### src/hdl/chme_pkg.sv
// ----------------------------------------------------------------------------
// Chained hash map engine package
// Sizes, codes and controller/datapath handshake types.
// ----------------------------------------------------------------------------
package chme_pkg;

    localparam int MAX_BUCKETS  = 256;
    localparam int POOL_ENTRIES = 512;
    localparam int BKT_W        = $clog2(MAX_BUCKETS);
    localparam int ENTRY_W      = $clog2(POOL_ENTRIES);
    localparam int LINK_W       = ENTRY_W + 1;
    localparam int CFG_W        = 9;

    localparam logic [LINK_W-1:0] LINK_NULL = LINK_W'(POOL_ENTRIES);

    localparam logic [63:0] MIX_C1 = 64'hff51afd7ed558ccd;
    localparam logic [63:0] MIX_C2 = 64'hc4ceb9fe1a85ec53;
    localparam int          MIX_SHIFT = 33;

    localparam logic [1:0] OP_INSERT = 2'd0;
    localparam logic [1:0] OP_FIND   = 2'd1;
    localparam logic [1:0] OP_REMOVE = 2'd2;

    localparam logic [2:0] ST_OK        = 3'd0;
    localparam logic [2:0] ST_PRESENT   = 3'd1;
    localparam logic [2:0] ST_NOT_FOUND = 3'd2;
    localparam logic [2:0] ST_FULL      = 3'd3;
    localparam logic [2:0] ST_ZERO      = 3'd4;

    localparam logic [1:0] MUL_LL = 2'd0;
    localparam logic [1:0] MUL_HL = 2'd1;
    localparam logic [1:0] MUL_LH = 2'd2;

    typedef struct packed {
        logic       load;
        logic       mix;
        logic       mul_en;
        logic [1:0] mul_sel;
        logic       cst_sel;
        logic       acc_load;
        logic       acc_add;
        logic       x_from_acc;
        logic       div_step;
        logic       head_load;
        logic       advance;
        logic       hit;
        logic       commit;
    } chme_cmd_t;

    typedef struct packed {
        logic cur_null;
        logic key_match;
        logic out_free;
    } chme_sts_t;

endpackage

### src/hdl/chme_ctrl.sv
// ----------------------------------------------------------------------------
// Chained hash map engine controller
// Sequences hashing, bucket modulo, chain walk and commit.
// ----------------------------------------------------------------------------
module chme_ctrl
    import chme_pkg::*;
(
    input  logic      clk,
    input  logic      rst_n,
    input  logic      req_valid,
    output logic      req_ready,
    input  chme_sts_t sts,
    output chme_cmd_t cmd
);

    localparam logic [3:0] S_IDLE  = 4'd0;
    localparam logic [3:0] S_MIX   = 4'd1;
    localparam logic [3:0] S_M0    = 4'd2;
    localparam logic [3:0] S_M1    = 4'd3;
    localparam logic [3:0] S_M2    = 4'd4;
    localparam logic [3:0] S_M3    = 4'd5;
    localparam logic [3:0] S_DIV   = 4'd6;
    localparam logic [3:0] S_HEAD  = 4'd7;
    localparam logic [3:0] S_HLOAD = 4'd8;
    localparam logic [3:0] S_WRD   = 4'd9;
    localparam logic [3:0] S_WCMP  = 4'd10;
    localparam logic [3:0] S_DO    = 4'd11;

    logic [3:0] state_reg, state_next;
    logic [1:0] pass_reg, pass_next;
    logic [3:0] cnt_reg, cnt_next;

    assign req_ready = (state_reg == S_IDLE);

    // Next state and commands
    always_comb
    begin
        state_next = state_reg;
        pass_next  = pass_reg;
        cnt_next   = cnt_reg;
        cmd        = '0;
        cmd.cst_sel = pass_reg[0];
        unique case (state_reg)
            S_IDLE:
            begin
                if (req_valid)
                begin
                    cmd.load   = 1'b1;
                    pass_next  = 2'd0;
                    state_next = S_MIX;
                end
            end
            S_MIX:
            begin
                cmd.mix = 1'b1;
                if (pass_reg == 2'd2)
                begin
                    cnt_next   = 4'd0;
                    state_next = S_DIV;
                end
                else
                begin
                    state_next = S_M0;
                end
            end
            S_M0:
            begin
                cmd.mul_en  = 1'b1;
                cmd.mul_sel = MUL_LL;
                state_next  = S_M1;
            end
            S_M1:
            begin
                cmd.mul_en   = 1'b1;
                cmd.mul_sel  = MUL_HL;
                cmd.acc_load = 1'b1;
                state_next   = S_M2;
            end
            S_M2:
            begin
                cmd.mul_en  = 1'b1;
                cmd.mul_sel = MUL_LH;
                cmd.acc_add = 1'b1;
                state_next  = S_M3;
            end
            S_M3:
            begin
                cmd.x_from_acc = 1'b1;
                pass_next      = pass_reg + 2'd1;
                state_next     = S_MIX;
            end
            S_DIV:
            begin
                cmd.div_step = 1'b1;
                cnt_next     = cnt_reg + 4'd1;
                if (cnt_reg == 4'd15)
                begin
                    state_next = S_HEAD;
                end
            end
            S_HEAD:
            begin
                state_next = S_HLOAD;
            end
            S_HLOAD:
            begin
                cmd.head_load = 1'b1;
                state_next    = S_WRD;
            end
            S_WRD:
            begin
                state_next = sts.cur_null ? S_DO : S_WCMP;
            end
            S_WCMP:
            begin
                if (sts.key_match)
                begin
                    cmd.hit    = 1'b1;
                    state_next = S_DO;
                end
                else
                begin
                    cmd.advance = 1'b1;
                    state_next  = S_WRD;
                end
            end
            S_DO:
            begin
                if (sts.out_free)
                begin
                    cmd.commit = 1'b1;
                    state_next = S_IDLE;
                end
            end
            default:
            begin
                state_next = S_IDLE;
            end
        endcase
    end

    // State registers
    always_ff @(posedge clk or negedge rst_n)
    begin
        if (!rst_n)
        begin
            state_reg <= S_IDLE;
            pass_reg  <= 2'd0;
            cnt_reg   <= 4'd0;
        end
        else
        begin
            state_reg <= state_next;
            pass_reg  <= pass_next;
            cnt_reg   <= cnt_next;
        end
    end

endmodule

### config.mk
export PLATFORM = sky130hd
export DESIGN_NAME = chme_ctrl
export DESIGN_NICKNAME = d
export VERILOG_FILES = /design/src/hdl/chme_pkg.sv /design/src/hdl/chme_ctrl.sv
export SDC_FILE = /design/constraint.sdc
export NUM_CORES = 1
export LEC_CHECK = 0
export BUFFER_PORTS_ARGS = -buffer_cell sky130_fd_sc_hd__buf_2
export CORE_MARGIN = 2
export CORE_UTILIZATION = 50
export CTS_BUF_LIST = sky130_fd_sc_hd__clkbuf_2
export CTS_CLUSTER_DIAMETER = 50
export DETAILED_ROUTE_END_ITERATION = 16
export GPL_TIMING_DRIVEN = 0
export PLACE_DENSITY = 0.78
export SLEW_MARGIN = 20
export SYNTH_ARGS = -nofsm -noshare
export SYNTH_HDL_FRONTEND = slang
export SYNTH_SLANG_ARGS = --single-unit
### constraint.sdc
create_clock -name clk -period 1.9 [get_ports clk]
set_input_delay 0.19 -clock clk [delete_from_list [all_inputs] [get_ports clk]]
set_output_delay 0.19 -clock clk [all_outputs]
set_load 0.05 [all_outputs]
Yosys cells after proc, flatten, opt, wreduce, memory -nomap -nowiden
Index checks and enable logic that the tools add are counted.
W data, S select, Z words.
{"block": "op_classes", "eq_ne": 17, "n_reduce_logical": 6, "muxes": 25, "n_addsub": 2}
{"op": "$pmux W4 S12", "n": 1}
{"op": "$eq A4 B4 Y1 const B", "n": 5}
{"op": "$eq A4 B3 Y1 const B", "n": 4}
{"op": "$mux W4", "n": 4}
{"op": "$mux W1", "n": 13}
{"op": "$pmux W3 S3", "n": 1}
{"op": "$eq A4 B2 Y1 const B", "n": 2}
{"op": "$ne A2 B2 Y1 const B", "n": 4}
{"op": "$pmux W4 S2", "n": 1}
{"op": "$mux W2", "n": 3}
{"op": "$add A4 B1 Y4 const B", "n": 1}
{"op": "$eq A4 B1 Y1 const B", "n": 1}
{"op": "$logic_not A4 Y1", "n": 1}
{"op": "$pmux W2 S2", "n": 1}
{"op": "$reduce_and A2 Y1", "n": 2}
{"op": "$reduce_bool A2 Y1", "n": 2}
{"op": "$mux W3", "n": 1}
{"op": "$reduce_and A3 Y1", "n": 1}
{"op": "$add A2 B1 Y2 const B", "n": 1}
{"op": "$eq A2 B2 Y1 const B", "n": 1}
{"block": "word_totals", "ff_bits": 10, "input_bits": 6, "elab_cells": 53, "out_inout_bits": 15}

Logic depth before layout (Yosys ltp)
Gate-level depths: netlist of the first run.
{"block": "depth", "depth_word": 3, "mapped_depth": 5, "depth_no_buf": 5}

Worst setup path after synthesis of the first run
OpenSTA, ideal clock, no wires.
{"block": "synth_timing", "kind": "flip-flop to flip-flop", "from": "reg state_reg[1]", "to": "reg pass_reg[1]", "path_slack_ns": -1.111, "period_less_slack_ns": 3.011, "stages_incl_launch_ff": 4, "arrival_time_ns": 2.857, "n_path_buf": 0, "setup_time_ns": 0.154, "t_required_ns": 1.746, "path_cell_list": "dfrtp_1 > nor4_1 > and2_1 > o22ai_1"}
{"block": "synth_via", "elab_chain_len": 3, "elab_cells_between_ends": 6, "cone_classes": "2 x eq/ne; 1 x mux; 3 x reduce/logical"}
{"element": "start, declared", "line": "chme_ctrl.sv:29", "text": "logic [3:0] state_reg, state_next;"}
{"element": "start signal, assigned", "line": "chme_ctrl.sv:153", "text": "state_reg <= state_next;"}
{"element": "$logic_not A4 Y1 (*)"}
{"element": "net req_ready", "line": "chme_ctrl.sv:11", "text": "output logic req_ready,"}
{"element": "$ne A2 B2 Y1 (no source line) or $reduce_bool A2 Y1 (tied branches)"}
{"element": "$reduce_and A2 Y1 (no source line)"}
{"element": "end signal, assigned", "line": "chme_ctrl.sv:154", "text": "pass_reg <= pass_next;"}
{"element": "end, declared", "line": "chme_ctrl.sv:30", "text": "logic [1:0] pass_reg, pass_next;"}
Mark *: on every way through the listed nets, which the timed path passes. The rest lies on a longest branch.
A chain may end at the register's enable or synchronous reset.

==> results.yml, run 1 <==
yosys:
  syn-num-nets: 84
  yosysTopAreaCell: "dfrtp_1"
  synth.avg_cell_area_um2: 8.79
  ys_warn_count: 0
  synthCells: 76
  yosys-top-cells-area: "dfrtp_1, nor3_1, a22o_1"
  synth-seq-area-share_pct: 37.5
  synth_top_cell_area_share_pct: 37.5
  yosysUniqueCellTypes: 29
  ys_seq_elements: 10
  syn_area_um2: 668
layout:
  final_util_pct: 71.9
  seqCellArea_um2: 253
  fillers: 94
  layout_commonest_cell: "buf_2"
  final_cell_mix: "buf_2, dfrtp_1, inv_1"
  final_area_um2: 912
  syn_to_final_growth_pct: 36.5
  fin_nets: 110
  diodes: 0
  multiInputGateArea_um2: 423
  fin_cells: 115
  drive_above_1_share_pct: 44.0
floorplanning:
  rows: 13
  io_pins: 21
  start_util_pct: 52.7
  die_area_mm2: 0.00164
  die_width_um: 40.6
  core_area_mm2: 0.00127
  die_h_um: 40.6
sta:
  finalMaxSlewViolations: 0
  finalClockSkew_ns: 0.00187
  setup_violations: 0
  post-route-period-util_pct: 94.7
  hold_viol_final: 0
  whs_ns: 0.280
  fmax_ghz: 0.556
  slew_headroom_pct: 78.1
  worstMarginPinSlew_ns: 0.326
  min_period_ns: 1.80
  worst_slack_ns: 0.102
route:
  wire_per_inst_um: 13.4
  totalWireLength_mm: 1.54
  dr.pass1.iters: 4
  drcViolationCount: 0
  initialDrtViolationCount: 21
  via_count: 673
  antenna_left: 0
  vias_per_cell: 5.85
power_and_ir_drop:
  ir_drop_mv: 0.776
  p_leak_nw: 0.447
  power_density_mw_per_mm2: 1640
clock_network:
  h-tree-depth: 1
  clk_pin_slew_ns: 0.10
  cts_root_buffer: "clkbuf_2"
  cts_made_buffers: 3
  clk_latency_ns: 0.26
  clock_sinks: 10
  cts_tree: "yes"
  cts_buffer_depth: 2
placement:
  io_buffers: 20
  pre_cts_ws_ns: 0.174
  post-dp-hpwl_mm: 1.09
  postPlaceCellArea_um2: 845
  dp_cells: 111
  place.gp.congestion: 0.750
grt:
  grt_usage_pct: 21.2
  grt_max_degree: 11
  antenna_found_initial: 0
  grt_overflow_total: 0
  grt_pass1_wl_mm: 2.17
  first_global_vias: 523
worst_hold_path:
  hp-start: "sts[0]"
  min_to: "state_reg[0]"
  min_delay_path_depth: 3
  hold_class: "input pin to flip-flop"
run:
  drv_cap: 0
critical_path:
  reg2reg_depth: 5
  critPathMaxStageDelay_ns: 0.44
  r2r-start: "pass_reg[0]"
  cp-end-kind: "output pin"
  cp-start-kind: "flip-flop"
  crit_type: "flip-flop to output pin"
  arrival_ns: 1.61
  path_cells: "clkbuf_2 -> mux2_2 -> nor2_1 -> buf_6"
  r2r_end: "cnt_reg[2]"
  reg2reg_slack_ns: 0.31
  worstPathMaxFanout: 10
  cp.required_ns: 1.71
  cpMaxStageDelayCell: "dfrtp_1"
status:
  status: "finished clean"
## repair_timing
item                                    CTS  global route
endpoints found under the setup margin    7             6
hold endpoints to repair                 10             0
buffers inserted                          0             0
hold buffers                              1             0
gates resized for setup                   7            12
pin swaps                                 0             0
## power by group
group          switching (mW)  total (mW)  internal (mW)
Clock                  0.0744       0.117         0.0430
Sequential             0.0793       0.367          0.287
Combinational           0.654        1.01          0.361
## Yosys cell counts
master,count
a21oi_1,1
a221o_1,1
a22o_1,3
a22oi_1,1
a31o_1,1
and2_1,1
and3b_1,2
buf_2,3
buf_4,2
clkbuf_1,2
dfrtp_1,10
ha_1,2
inv_1,6
mux2_2,2
nand2_1,4
nand2b_1,3
nand3_1,2
nand4bb_1,1
nor2_1,3
nor2b_1,4
nor3_1,6
nor3b_1,1
nor4_1,1
nor4b_1,2
nor4bb_1,2
o21ai_0,5
o21ai_1,2
o22ai_1,2
xnor2_1,1
## critical path, delay by kind of cell (launching register included)
family | cells | cell delay, ns
buffers and inverters | 2 | 0.44
DFF | 1 | 0.44
muxes | 1 | 0.36
and+or+nand+nor | 1 | 0.11
## per-stage QoR
step	total power [mW]	setup TNS, ns
after floorplan	1.14	-1.30
after global placement	1.29	0
after detailed placement	1.32	0
after CTS	1.46	0
after global routing	1.59	-0.0117
final	1.50	0
## kinds of logic after synthesis
| family | synth area share, % |
|---|---|
| XOR/XNOR | 1.31 |
| adder cells (fa/ha/maj) | 3.74 |
| flip-flops | 37.5 |
| multiplexers | 3.37 |
| AND/OR/NAND/NOR | 29.4 |
| AO/OA/AOI/OAI | 15.7 |
| buffers and inverters | 8.99 |
## cell type report
| cell class | count | area share [%] |
|---|---|---|
| multi-input combinational | 53 | 46.4 |
| sequential | 10 | 27.7 |
| timing repair buffer | 21 | 14.8 |
| buffer | 7 | 4.94 |
| inverter | 6 | 2.47 |
| tap | 15 | 2.06 |
| clock buffer | 3 | 1.65 |
## routing by layer
metal	up-vias	global-route usage [%]	part of all wire, %
met2	27	32.5	50
met1	320	24.6	42
met3	4	5.00	5.3
met4	0	17.5	2.1
met5	-	0	0
li1	322	-	-
## worst max-delay path by stage
stage	start	endpoint	slack [ns]	cells past startpoint
floorplan	state_reg[1]	pass_reg[1]	-0.45	3
global placement	state_reg[1]	cmd[11]	0.20	4
detailed placement	state_reg[1]	cmd[11]	0.17	4
CTS	state_reg[2]	cmd[3]	0.02	4
global route	state_reg[1]	cmd[9]	-0.01	4
finish	state_reg[1]	cmd[11]	0.10	4
No activity file was read; power rests on OpenSTA's default activity.
==> run 2: changes to the inputs <==
ABC_AREA = 1   (was default)
CTS_CLUSTER_SIZE = 40   (was default)
==> results.yml, run 2 <==
floorplanning:
  io_pins: 21
  rows: 13
  start_util_pct: 52.3
  die_h_um: 40.7
  core_area_mm2: 0.00128
  die_width_um: 40.7
  die_area_mm2: 0.00165
yosys:
  synth_top_cell_area_share_pct: 37.2
  synth.avg_cell_area_um2: 6.59
  ys_top_cells_by_count: "nand2_1, inv_1, nor2_1"
  yosysMostFrequentCell: "nand2_1"
  yosysUniqueCellTypes: 16
  yosys-top-cells-area: "dfrtp_1, nand2_1, inv_1"
  synthCells: 102
  synth_top_flop_cell: "dfrtp_1"
  ys_seq_elements: 10
  ys_warn_count: 0
  syn-num-nets: 110
  yosysTopAreaCell: "dfrtp_1"
  synth_enable_flop_cells: 0
  async_flop_share_pct: 100
  synth-seq-area-share_pct: 37.2
  syn_area_um2: 672
placement:
  place.gp.congestion: 0.812
  io_buffers: 20
  dp_cells: 137
  post-dp-hpwl_mm: 1.17
  postPlaceCellArea_um2: 805
clock_network:
  h-tree-depth: 1
  clk_latency_ns: 0.27
  clock_sinks: 10
  post_cts_buffers: 0
  cts_tree: "yes"
  cts_made_buffers: 3
  cts_buffer_depth: 2
  clk_pin_slew_ns: 0.12
  cts_root_buffer: "clkbuf_2"
layout:
  final_area_um2: 836
  syn_to_final_growth_pct: 24.4
  final_cell_mix: "nand2_1, buf_2, inv_1, nor2_1, dfrtp_1"
  drive_above_1_share_pct: 28.3
  layout_commonest_cell: "nand2_1"
  fin_cells: 142
  diodes: 0
  fin_nets: 136
sta:
  min_period_ns: 1.74
  hold_viol_final: 0
  tns_ns: 0
  setup_violations: 0
  whs_ns: 0.293
  worstMarginPinSlew_ns: 0.255
  rsz0062_at_grt: "no"
  post-route-period-util_pct: 91.7
  fmax_ghz: 0.574
  finalClockSkew_ns: 0.000948
  finalMaxSlewViolations: 0
  slew_headroom_pct: 83.1
route:
  initialDrtViolationCount: 12
  vias_per_cell: 5.04
  totalWireLength_mm: 1.47
  via_count: 716
  drcViolationCount: 0
  antenna_left: 0
  wire_per_inst_um: 10.3
  dr.pass1.iters: 4
worst_hold_path:
  hold_class: "input pin to asynchronous set/reset pin"
power_and_ir_drop:
  power_density_mw_per_mm2: 1850
  ir_drop_mv: 0.802
  p_leak_nw: 0.497
critical_path:
  arrival_ns: 1.55
  cp-end-kind: "output pin"
  reg2reg_slack_ns: 0.60
  reg2reg_depth: 6
  r2r_end: "state_reg[0]"
  crit_type: "flip-flop to output pin"
  crit_start: "state_reg[1]"
  cp-start-kind: "flip-flop"
  worstPathMaxFanout: 5
  r2r-start: "state_reg[0]"
  cp.required_ns: 1.71
grt:
  grt_max_degree: 11
  grt_usage_pct: 21.7
  grt_overflow_total: 0
  antenna_found_initial: 0
  first_global_vias: 537
  grt_pass1_wl_mm: 2.26
run:
  drv_cap: 0
status:
  status: "finished clean"
==> run 2: cell count changes after synthesis, moves of 3 or more <==
cell	before	now
nand2b_1	3	0
buf_2	3	0
nor3_1	6	2
nor2_2	0	4
a22o_1	3	0
a21oi_1	1	4
nor2_1	3	15
inv_1	6	19
nand2_1	4	23
nand3_1	2	9
nor2b_1	4	0
==> run 2: timing repair <==
action                                 CTS  global route
endpoints found under the hold margin   10             0
hold buffers                             1             0
resized for setup                        0             1
setup endpoints to repair                0             1
==> run 2: layout make-up <==
type	count	area, µm²
Multi-Input combinational cell	70	348
Fill cell	128	449
Buffer	2	15.0
Clock inverter	1	3.75
Inverter	20	75.1
Sequential cell	10	250
Clock buffer	3	15.0
Tap cell	15	18.8
Timing Repair Buffer	21	110
==> run 2: how the worst max path moves through the flow <==
stage	endpoint	cells after the start
4_1_cts	cmd[11]	6
3_5_place_dp	cmd[11]	6
2_1_floorplan	cmd[0]	3
6_report	cmd[11]	6
5_1_grt	cmd[11]	6
3_3_place_gp	cmd[11]	6
==> run 2: where the power goes <==
| part | switching [mW] | internal [mW] |
|---|---|---|
| clock | 0.0863 | 0.0457 |
| combinational | 0.753 | 0.264 |
| sequential | 0.0919 | 0.303 |
==> run 2: through the flow <==
| stage | worst slack, ns | util (%) | total power, mW |
|---|---|---|---|
| after floorplan | 0.0128 | - | 1.21 |
| after global placement | 0.425 | 62.6 | 1.40 |
| after detailed placement | 0.401 | 62.6 | 1.41 |
| after CTS | 0.0878 | 64.8 | 1.54 |
| after global routing | 0.0231 | 65.0 | 1.68 |
| final | 0.157 | 65.0 | 1.54 |
==> run 2: cell families (layout without fill, tap and decap cells) <==
family | Yosys count | after routing | share of synthesized area, %
AO/OA/AOI/OAI | 13 | 13 | 9.87
adder cells (fa/ha/maj) | 2 | 2 | 3.72
buffers and inverters | 22 | 47 | 13.4
flip-flops | 10 | 10 | 37.2
AND/OR/NAND/NOR | 55 | 55 | 35.8
==> run 2: per-layer routing <==
layer | global-route usage (%) | routed length (µm)
met1 | 29.9 | 734
met2 | 31.0 | 672
met3 | 6.52 | 43
met4 | 10.0 | 17
met5 | 0 | 0
==> run 2: critical path: stages (launching register included) <==
cell     delay (ns)
dfrtp_1        0.45
nor2_1         0.20
inv_1          0.10
nor2_2         0.12
nor2_1         0.09
o21ai_2        0.05
buf_2          0.26
==> run 3: changes to the inputs <==
CORE_MARGIN = 1   (was 2)
GPL_TIMING_DRIVEN = default   (was 0)
==> results.yml, run 3 (synthesis gave the netlist of run 2 again) <==
clock_network:
  cts_tree: "yes"
  clock_sinks: 10
  cts_buffer_depth: 2
  cts_root_buffer: "clkbuf_2"
  clk_latency_ns: 0.26
  post_cts_buffers: 0
  clk_pin_slew_ns: 0.12
  cts_made_buffers: 3
  h-tree-depth: 1
placement:
  post-dp-hpwl_mm: 1.28
  io_buffers: 20
  place.gp.congestion: 0.975
sta:
  finalClockSkew_ns: 0.0232
  post-route-period-util_pct: 91.1
  fmax_ghz: 0.578
  slew_headroom_pct: 83.1
  setup_violations: 0
  tns_ns: 0
  hold_viol_final: 0
  rsz0062_at_grt: "no"
  min_period_ns: 1.73
  worstMarginPinSlew_ns: 0.255
  finalMaxSlewViolations: 0
grt:
  grt_overflow_total: 0
  grt_max_degree: 11
  grt_usage_pct: 24.5
  antenna_found_initial: 0
  grt_pass1_wl_mm: 2.44
  first_global_vias: 594
layout:
  diodes: 0
  layout_commonest_cell: "nand2_1"
  syn_to_final_growth_pct: 22.0
  drive_above_1_share_pct: 27.2
  fin_nets: 134
  final_cell_mix: "nand2_1, buf_2, inv_1, nor2_1, dfrtp_1"
  final_util_pct: 70.0
critical_path:
  arrival_ns: 1.54
  cp.depth: 6
  cp-end-kind: "output pin"
  cp.required_ns: 1.71
  path_cells: "nor2_1 -> inv_1 -> nor2_2 -> nor2_1 -> o21ai_2 -> buf_2"
  cp-start-kind: "flip-flop"
  crit_family: "flip-flops"
  crit_type: "flip-flop to output pin"
  crit_buf_inv: 2
  reg2reg_depth: 6
  cpMaxStageDelayCell: "dfrtp_1"
  critPathMostFrequentCell: "nor2_1"
  critPathMaxStageDelay_ns: 0.44
  worstPathMaxFanout: 5
floorplanning:
  die_h_um: 38.7
  die_area_mm2: 0.00149
  io_pins: 21
  start_util_pct: 57.4
  rows: 12
  die_width_um: 38.7
  core_area_mm2: 0.00117
worst_hold_path:
  hold_class: "input pin to asynchronous set/reset pin"
run:
  drv_cap: 0
route:
  vias_per_cell: 5.06
  via_count: 704
  wire_per_inst_um: 11.8
  initialDrtViolationCount: 37
  antenna_left: 0
  drcViolationCount: 0
  totalWireLength_mm: 1.64
  dr.pass1.iters: 4
power_and_ir_drop:
  power_density_mw_per_mm2: 1880
  p_leak_nw: 0.487
  ir_drop_mv: 1.02
status:
  status: "finished clean"
run 3: stage by stage:
stage | hold WS, ns | area [µm²] | instances | worst slack [ns] | total power [mW]
floorplan | -0.106 | 686 | 102 | 0.0128 | 1.21
global placement | 0.0626 | 788 | 134 | 0.503 | 1.38
detailed placement | 0.0611 | 788 | 134 | 0.391 | 1.41
CTS | 0.311 | 817 | 139 | 0.0916 | 1.53
global route | 0.323 | 820 | 139 | 0.0473 | 1.66
finish | 0.294 | 820 | 139 | 0.169 | 1.54
run 3: what timing repair did:
item	CTS	global route
hold buffers	1	0
endpoints found under the hold margin	10	0
gates resized for setup	0	1
setup endpoints to repair	0	1
run 3: worst paths after layout:
| check | from | end | slack, ns |
|---|---|---|---|
| max | state_reg[1] | cmd[11] | 0.17 |
| min | rst_n | cnt_reg[1] | 0.29 |
| max reg2reg | state_reg[0] | state_reg[0] | 0.60 |
| min reg2reg | pass_reg[1] | pass_reg[1] | 0.54 |
| max in group asynchronous | rst_n | pass_reg[0] | 1.39 |
| min in group clk | sts[0] | state_reg[3] | 0.33 |
run 3: area by class of cell:
class,count,area (µm²)
Clock buffer,3,15.0
Clock inverter,1,3.75
Fill cell,111,352
Inverter,20,75.1
Multi-Input combinational cell,70,348
Sequential cell,10,250
Tap cell,14,17.5
Timing Repair Buffer,21,110
run 3: worst reg2reg max path: cells and delay by family, from the launching register on:
kind,cells,cell delay [ns]
and+or+nand+nor,4,0.56
buffers and inverters,1,0.12
DFF,1,0.43
AOI/OAI and AO/OA,1,0.07
run 3: routing by layer:
layer | wire, µm | up-vias | GRT usage, %
met5 | 0 | - | 0
met4 | 14 | 0 | 7.76
met3 | 85 | 4 | 6.94
met2 | 790 | 27 | 40.0
met1 | 750 | 314 | 30.8
li1 | - | 359 | -
run 3: power by group:
group          switching (mW)  internal, mW  total, mW
clock                  0.0762        0.0457      0.122
sequential             0.0926         0.303      0.396
combinational           0.775         0.251       1.03
